==> src/ofrp_pkg.sv <==
// opcodes, frame lengths, kind codes and decode functions of the reply parser
// no dependencies
package ofrp_pkg;

	localparam logic [7:0] OP_GAIN_RPT = 8'h18;
	localparam logic [7:0] OP_GAIN_ACK = 8'h28;
	localparam logic [7:0] OP_TEMP_RPT = 8'h38;
	localparam logic [7:0] OP_TEMP_ACK = 8'h48;
	localparam logic [7:0] OP_L1       = 8'h50;
	localparam logic [7:0] OP_T1       = 8'h58;
	localparam logic [7:0] OP_L2       = 8'h60;
	localparam logic [7:0] OP_L3       = 8'h68;
	localparam logic [7:0] OP_TC_ON    = 8'h70;
	localparam logic [7:0] OP_TC_OFF   = 8'h78;
	localparam logic [7:0] OP_SYS_ON   = 8'h80;
	localparam logic [7:0] OP_SYS_OFF  = 8'h84;
	localparam logic [7:0] OP_CLOSED   = 8'h88;
	localparam logic [7:0] OP_SKIP     = 8'h98;
	localparam logic [7:0] OP_SAMPLE   = 8'hc0;

	// payload bytes after the opcode
	localparam logic [2:0] LEN_GAIN  = 3'd6;
	localparam logic [2:0] LEN_SHORT = 3'd2;
	localparam logic [2:0] LEN_SKIP  = 3'd1;
	localparam logic [2:0] LEN_NONE  = 3'd0;

	localparam int unsigned STORE_DEPTH = 6;

	typedef enum logic [3:0] {
		KIND_GAIN_RPT = 4'd0,
		KIND_GAIN_ACK = 4'd1,
		KIND_TEMP_RPT = 4'd2,
		KIND_TEMP_ACK = 4'd3,
		KIND_L1       = 4'd4,
		KIND_T1       = 4'd5,
		KIND_L2       = 4'd6,
		KIND_L3       = 4'd7,
		KIND_TC_ON    = 4'd8,
		KIND_TC_OFF   = 4'd9,
		KIND_SYS_ON   = 4'd10,
		KIND_SYS_OFF  = 4'd11,
		KIND_CLOSED   = 4'd12,
		KIND_SAMPLE   = 4'd13,
		KIND_ERROR    = 4'd14
	} kind_t;

	function automatic logic op_known(logic [7:0] op);
		case (op) inside
			OP_GAIN_RPT, OP_GAIN_ACK, OP_TEMP_RPT, OP_TEMP_ACK, OP_L1, OP_T1,
			OP_L2, OP_L3, OP_TC_ON, OP_TC_OFF, OP_SYS_ON, OP_SYS_OFF,
			OP_CLOSED, OP_SKIP, OP_SAMPLE: op_known = 1'b1;
			default: op_known = 1'b0;
		endcase
	endfunction

	function automatic logic [2:0] op_len(logic [7:0] op);
		case (op) inside
			OP_GAIN_RPT, OP_GAIN_ACK: op_len = LEN_GAIN;
			OP_TEMP_RPT, OP_TEMP_ACK, OP_L1, OP_T1, OP_L2, OP_L3,
			OP_SAMPLE: op_len = LEN_SHORT;
			OP_SKIP: op_len = LEN_SKIP;
			default: op_len = LEN_NONE;
		endcase
	endfunction

	function automatic kind_t op_kind(logic [7:0] op);
		case (op)
			OP_GAIN_RPT: op_kind = KIND_GAIN_RPT;
			OP_GAIN_ACK: op_kind = KIND_GAIN_ACK;
			OP_TEMP_RPT: op_kind = KIND_TEMP_RPT;
			OP_TEMP_ACK: op_kind = KIND_TEMP_ACK;
			OP_L1:       op_kind = KIND_L1;
			OP_T1:       op_kind = KIND_T1;
			OP_L2:       op_kind = KIND_L2;
			OP_L3:       op_kind = KIND_L3;
			OP_TC_ON:    op_kind = KIND_TC_ON;
			OP_TC_OFF:   op_kind = KIND_TC_OFF;
			OP_SYS_ON:   op_kind = KIND_SYS_ON;
			OP_SYS_OFF:  op_kind = KIND_SYS_OFF;
			OP_CLOSED:   op_kind = KIND_CLOSED;
			OP_SAMPLE:   op_kind = KIND_SAMPLE;
			default:     op_kind = KIND_ERROR;
		endcase
	endfunction

endpackage

==> src/opcode_framed_reply_parser.sv <==
// Reply parser: takes one byte beat per cycle and gives one decoded message per
// complete frame but a skip frame, or an error message per unknown byte, in the
// cycle after its last byte. Parser state, payload bytes and output register
// are the only storage; input stalls only while a message waits unaccepted.
// depends on ofrp_pkg
module opcode_framed_reply_parser (
	input  logic                 clk,
	input  logic                 arst_n,
	input  logic                 in_valid,
	output logic                 in_ready,
	input  logic [7:0]           rx_byte,
	output logic                 out_valid,
	input  logic                 out_ready,
	output ofrp_pkg::kind_t      kind,
	output logic [15:0]          value_a,
	output logic signed [15:0]   value_b,
	output logic [15:0]          value_c,
	output logic                 link_up
);
	import ofrp_pkg::*;

	logic [7:0] frame_op_q;
	logic [2:0] pending_q;
	logic [7:0] store_q [STORE_DEPTH];
	logic       board_up_q;

	logic               out_valid_q;
	kind_t              kind_q;
	logic [15:0]        value_a_q;
	logic signed [15:0] value_b_q;
	logic [15:0]        value_c_q;
	logic               link_up_q;

	logic               fire;
	logic               in_frame;
	logic [7:0]         op;
	logic [2:0]         len;
	logic [2:0]         idx;
	logic               known;
	logic               produce;
	logic [2:0]         pending_n;
	logic [7:0]         frame_op_n;
	logic               board_up_n;
	kind_t              kind_n;
	logic [15:0]        value_a_n;
	logic signed [15:0] value_b_n;
	logic [15:0]        value_c_n;

	assign in_ready = !out_valid_q || out_ready;
	assign fire     = in_valid && in_ready;
	assign in_frame = pending_q != 3'd0;
	assign op       = in_frame ? frame_op_q : rx_byte;
	assign len      = op_len(op);
	assign known    = op_known(op);
	assign idx      = len - pending_q;

	always_comb begin
		produce    = 1'b0;
		pending_n  = pending_q;
		frame_op_n = frame_op_q;
		board_up_n = board_up_q;
		if (in_frame) begin
			pending_n = pending_q - 3'd1;
			if (pending_q == 3'd1 && frame_op_q != OP_SKIP) begin
				produce = 1'b1;
			end
		end else if (!known) begin
			produce = 1'b1;
		end else begin
			frame_op_n = rx_byte;
			pending_n  = len;
			if (len == LEN_NONE) begin
				produce = 1'b1;
				if (rx_byte == OP_SYS_ON) begin
					board_up_n = 1'b1;
				end else if (rx_byte == OP_SYS_OFF) begin
					board_up_n = 1'b0;
				end
			end
		end
	end

	always_comb begin
		kind_n    = known ? op_kind(op) : KIND_ERROR;
		value_a_n = 16'd0;
		value_b_n = 16'sd0;
		value_c_n = 16'd0;
		if (!known) begin
			value_a_n = {8'h00, rx_byte};
		end else if (len == LEN_GAIN) begin
			value_a_n = {store_q[0], store_q[1]};
			value_b_n = signed'({store_q[2], store_q[3]});
			value_c_n = {store_q[4], rx_byte};
		end else if (len == LEN_SHORT) begin
			value_a_n = {store_q[0], rx_byte};
		end
	end

	always_ff @(posedge clk or negedge arst_n) begin
		if (!arst_n) begin
			frame_op_q <= 8'h00;
			pending_q  <= 3'd0;
			board_up_q <= 1'b0;
		end else if (fire) begin
			frame_op_q <= frame_op_n;
			pending_q  <= pending_n;
			board_up_q <= board_up_n;
		end
	end

	// payload capture
	always_ff @(posedge clk) begin
		if (fire && in_frame) begin
			for (int i = 0; i < STORE_DEPTH; i++) begin
				if (idx == 3'(i)) begin
					store_q[i] <= rx_byte;
				end
			end
		end
	end

	always_ff @(posedge clk or negedge arst_n) begin
		if (!arst_n) begin
			out_valid_q <= 1'b0;
		end else if (fire) begin
			out_valid_q <= produce;
		end else if (out_ready) begin
			out_valid_q <= 1'b0;
		end
	end

	always_ff @(posedge clk) begin
		if (fire && produce) begin
			kind_q    <= kind_n;
			value_a_q <= value_a_n;
			value_b_q <= value_b_n;
			value_c_q <= value_c_n;
			link_up_q <= board_up_n;
		end
	end

	assign out_valid = out_valid_q;
	assign kind      = kind_q;
	assign value_a   = value_a_q;
	assign value_b   = value_b_q;
	assign value_c   = value_c_q;
	assign link_up   = link_up_q;

endmodule

==> config.mk <==
export PLATFORM = sky130hd
export DESIGN_NAME = opcode_framed_reply_parser
export DESIGN_NICKNAME = d
export VERILOG_FILES = /design/src/ofrp_pkg.sv /design/src/opcode_framed_reply_parser.sv
export SDC_FILE = /design/constraint.sdc
export NUM_CORES = 1
export LEC_CHECK = 0
export BUFFER_PORTS_ARGS = -buffer_cell sky130_fd_sc_hd__buf_4
export CORE_AREA = 3 3 120 93
export DETAILED_ROUTE_END_ITERATION = 10
export DIE_AREA = 0 0 123 96
export PLACE_DENSITY = 0.6
export REMOVE_ABC_BUFFERS = 1
export SLEW_MARGIN = 0
export SYNTH_ARGS = -nofsm -noshare
export SYNTH_HDL_FRONTEND = slang
export SYNTH_SLANG_ARGS = --single-unit
==> constraint.sdc <==
create_clock -name clk -period 5.5 [get_ports clk]
set_clock_uncertainty 0.15 [all_clocks]
set_input_delay 0.55 -clock clk [delete_from_list [all_inputs] [get_ports clk]]
set_output_delay 0.55 -clock clk [all_outputs]
set_load 0.02 [all_outputs]
==> flow_summary.yaml <==
pwr:
  peakVddDrop_mv: 0.212
  powerDensity_nw_per_um2: 532
  p_leak_nw: 2.04
  p_total_mw: 2.91
timing:
  hold_viol: 0
  final_max_slew_viol_count: 0
  setup_viol: 0
  relSlewSlack_pct: 57.2
  finalSetupTns_ns: 0
  rsz0062_at_grt: "false"
  finalCriticalPeriod_ns: 4.77
  timing.fmax_mhz: 210
  setup_slack_ns: 0.731
  fin_hold_ws_ns: 0.348
  worst_pin_slew_ns: 0.640
  fin_crit_sh_pct: 86.7
drt:
  route.detailed.drc: 0
  ant_nets: 0
  drtIter0Drc: 231
  route.met2.wl_um: 3960
  route.met3.wl_um: 672
  totalWireLength_um: 8870
  vias: 2666
  wl_met1_um: 4130
  vias_per_cell: 5.04
  wl_per_cell_um: 16.8
  firstDrtPassIters: 4
  highest_layer: "met4"
floorplan:
  start_util_pct: 44.3
  die_height_um: 96
  fp.dieW_um: 123
  core_um2: 10100
  rows: 32
  die-area_um2: 11800
  io_pins: 67
clock_tree:
  clk_pin_slew_ns: 0.07
  root_buffer: "clkbuf_16"
  cts_buffers: 9
  cts.sinks: 106
  cts_tree: "done"
  clock_latency_ns: 0.35
  ctsHoldBuffers: 1
  cts_resized: 0
  htree_levels: 3
  post-cts-setup-buffers: 0
  cts.path.max_buffers: 2
worst_setup_path:
  start_kind: "flop"
  cp-end-kind: "flop"
  crit_required_ns: 5.33
  critPathKind: "flop to flop"
  worstPathArrival_ns: 4.60
  cp_max_fo: 16
flow_run:
  cap_viol_max_count: 0
cells_and_area:
  fill_cells: 871
  area_growth_pct: 21.9
  postLayoutCoreUtil_pct: 54.0
  stdcell_area_um2: 5470
  diodes: 0
  fin_cells: 529
  drive_above_1_share_pct: 26.7
  layout.nets: 405
grt:
  grt_pass1_vias: 2554
  antenna_found_initial: 0
  grt_max_degree: 42
  grt-ovfl-total: 0
  grt_pass1_wl_um: 14100
  gr-usage-all-layers_pct: 16.2
placement:
  dpl.cell_count: 512
  hpwl_um: 5730
  finalWeightedCongestion: 0.878
  portBuffers: 66
  place_area_um2: 5170
  dp_slack_ns: 0.758
yosys:
  async_flop_share_pct: 12.3
  synthCells: 316
  synth_top_flop_cell: "edfxtp_1"
  synth-edff-count: 93
  ys_seq_area_share_pct: 69.5
  syn_area_um2: 4490
  synth_warnings: 0
  synthDistinctLibCells: 47
  synth_seq_cells: 106
  syn_area_per_cell_um2: 14.2
min_path:
  hold_path.class: "flop to flop"
run_status:
  status: "finished clean"
==> critical path, stage by stage (launching register included) <==
cell and delay, ns:
dfrtp_1 0.44, inv_1 0.08, ha_1 0.15, ha_1 0.50, buf_4 0.29, nor4b_1 0.39, o211a_1 0.32, a32oi_2 0.21
nand2_1 0.28, inv_2 0.10, fa_1 0.41, xnor2_1 0.14, xnor2_1 0.34, nor2b_1 0.59
==> cell type report <==
cell class	count	area (um2)	share of cell area, %
Inverter	7	26.3	0.480
Sequential cell	106	3120	57.0
Multi-Input combinational cell	190	1300	23.7
Tap cell	136	170	3.11
Clock inverter	7	65.1	1.19
Clock buffer	9	225	4.11
Timing Repair Buffer	74	571	10.4
==> synth_stat cells (all sizes together), types with 4 or more instances <==
cell	count	area [um2]
and2	42	263
nand3	6	30.0
dfrtp	13	325
clkbuf	9	33.8
o211ai	4	30.0
mux2	7	101
nor2	9	33.8
o21ai	16	80.1
nand3b	5	37.5
inv	7	26.3
buf	4	20.0
mux2i	6	63.8
nand2	38	143
xnor2	5	43.8
ha	4	50.1
edfxtp	93	2790
nand2b	4	25.0
==> kinds of logic (layout without fill, tap and decap cells) <==
group           count (synthesis)  count (layout)  share of synthesized area (%)
simple gates                  128             128                           15.7
compound gates                 39              39                           6.88
mux                            13              13                           3.68
fa+ha+maj                       5               5                           1.56
xor+xnor                        5               5                          0.975
flops                         106             106                           69.5
buf+inv                        20              97                           1.78
==> layer usage <==
| metal | up-vias | track usage [%] |
|---|---|---|
| li1 | 1301 | - |
| met1 | 1257 | 22.7 |
| met2 | 96 | 24.5 |
| met3 | 12 | 4.70 |
| met4 | 0 | 5.16 |
| met5 | - | 0 |
==> final timing paths <==
path | from | slack (ns) | cells past startpoint | end
worst max-delay path | pending_q[0]$_DFFE_PN0P_ | 0.73 | 13 | store_q[4][5]$_DFFE_PP_
worst min-delay path | board_up_q$_DFFE_PN0P_ | 0.35 | 2 | board_up_q$_DFFE_PN0P_
worst max register to register | pending_q[0]$_DFFE_PN0P_ | 0.73 | 13 | store_q[4][5]$_DFFE_PP_
worst min register to register | board_up_q$_DFFE_PN0P_ | 0.35 | 2 | board_up_q$_DFFE_PN0P_
max in group asynchronous | arst_n | 4.61 | 2 | pending_q[1]$_DFFE_PN0P_
min in group asynchronous | arst_n | 0.42 | 2 | pending_q[0]$_DFFE_PN0P_
==> state kept, by name, summed over array words and instances, names as in the netlist <==
signal,flops
store_q,40
value_c,16
kind,4
board_up_q,1
out_valid,1
frame_op_q,8
pending_q,3
value_b,16
value_a,16
link_up,1
==> where the power goes <==
group / internal [mW] / switching, mW / leakage, nW
clock network: 0.316 / 0.294 / 0.138
logic: 0.415 / 0.637 / 0.870
registers: 1.16 / 0.0890 / 1.03
==> cell usage in the layout (no fill, tap or decap), drive strengths merged, types with 4 or more instances in the layout <==
master,netlist,final
and2,42,42
buf,4,73
clkbuf,9,9
clkinv,0,4
dfrtp,13,13
edfxtp,93,93
ha,4,4
inv,7,9
mux2,7,7
mux2i,6,6
nand2,38,38
nand2b,4,4
nand3,6,6
nand3b,5,5
nor2,9,9
o211ai,4,4
o21ai,16,16
xnor2,5,5
Power figures use the tool's default switching activity.
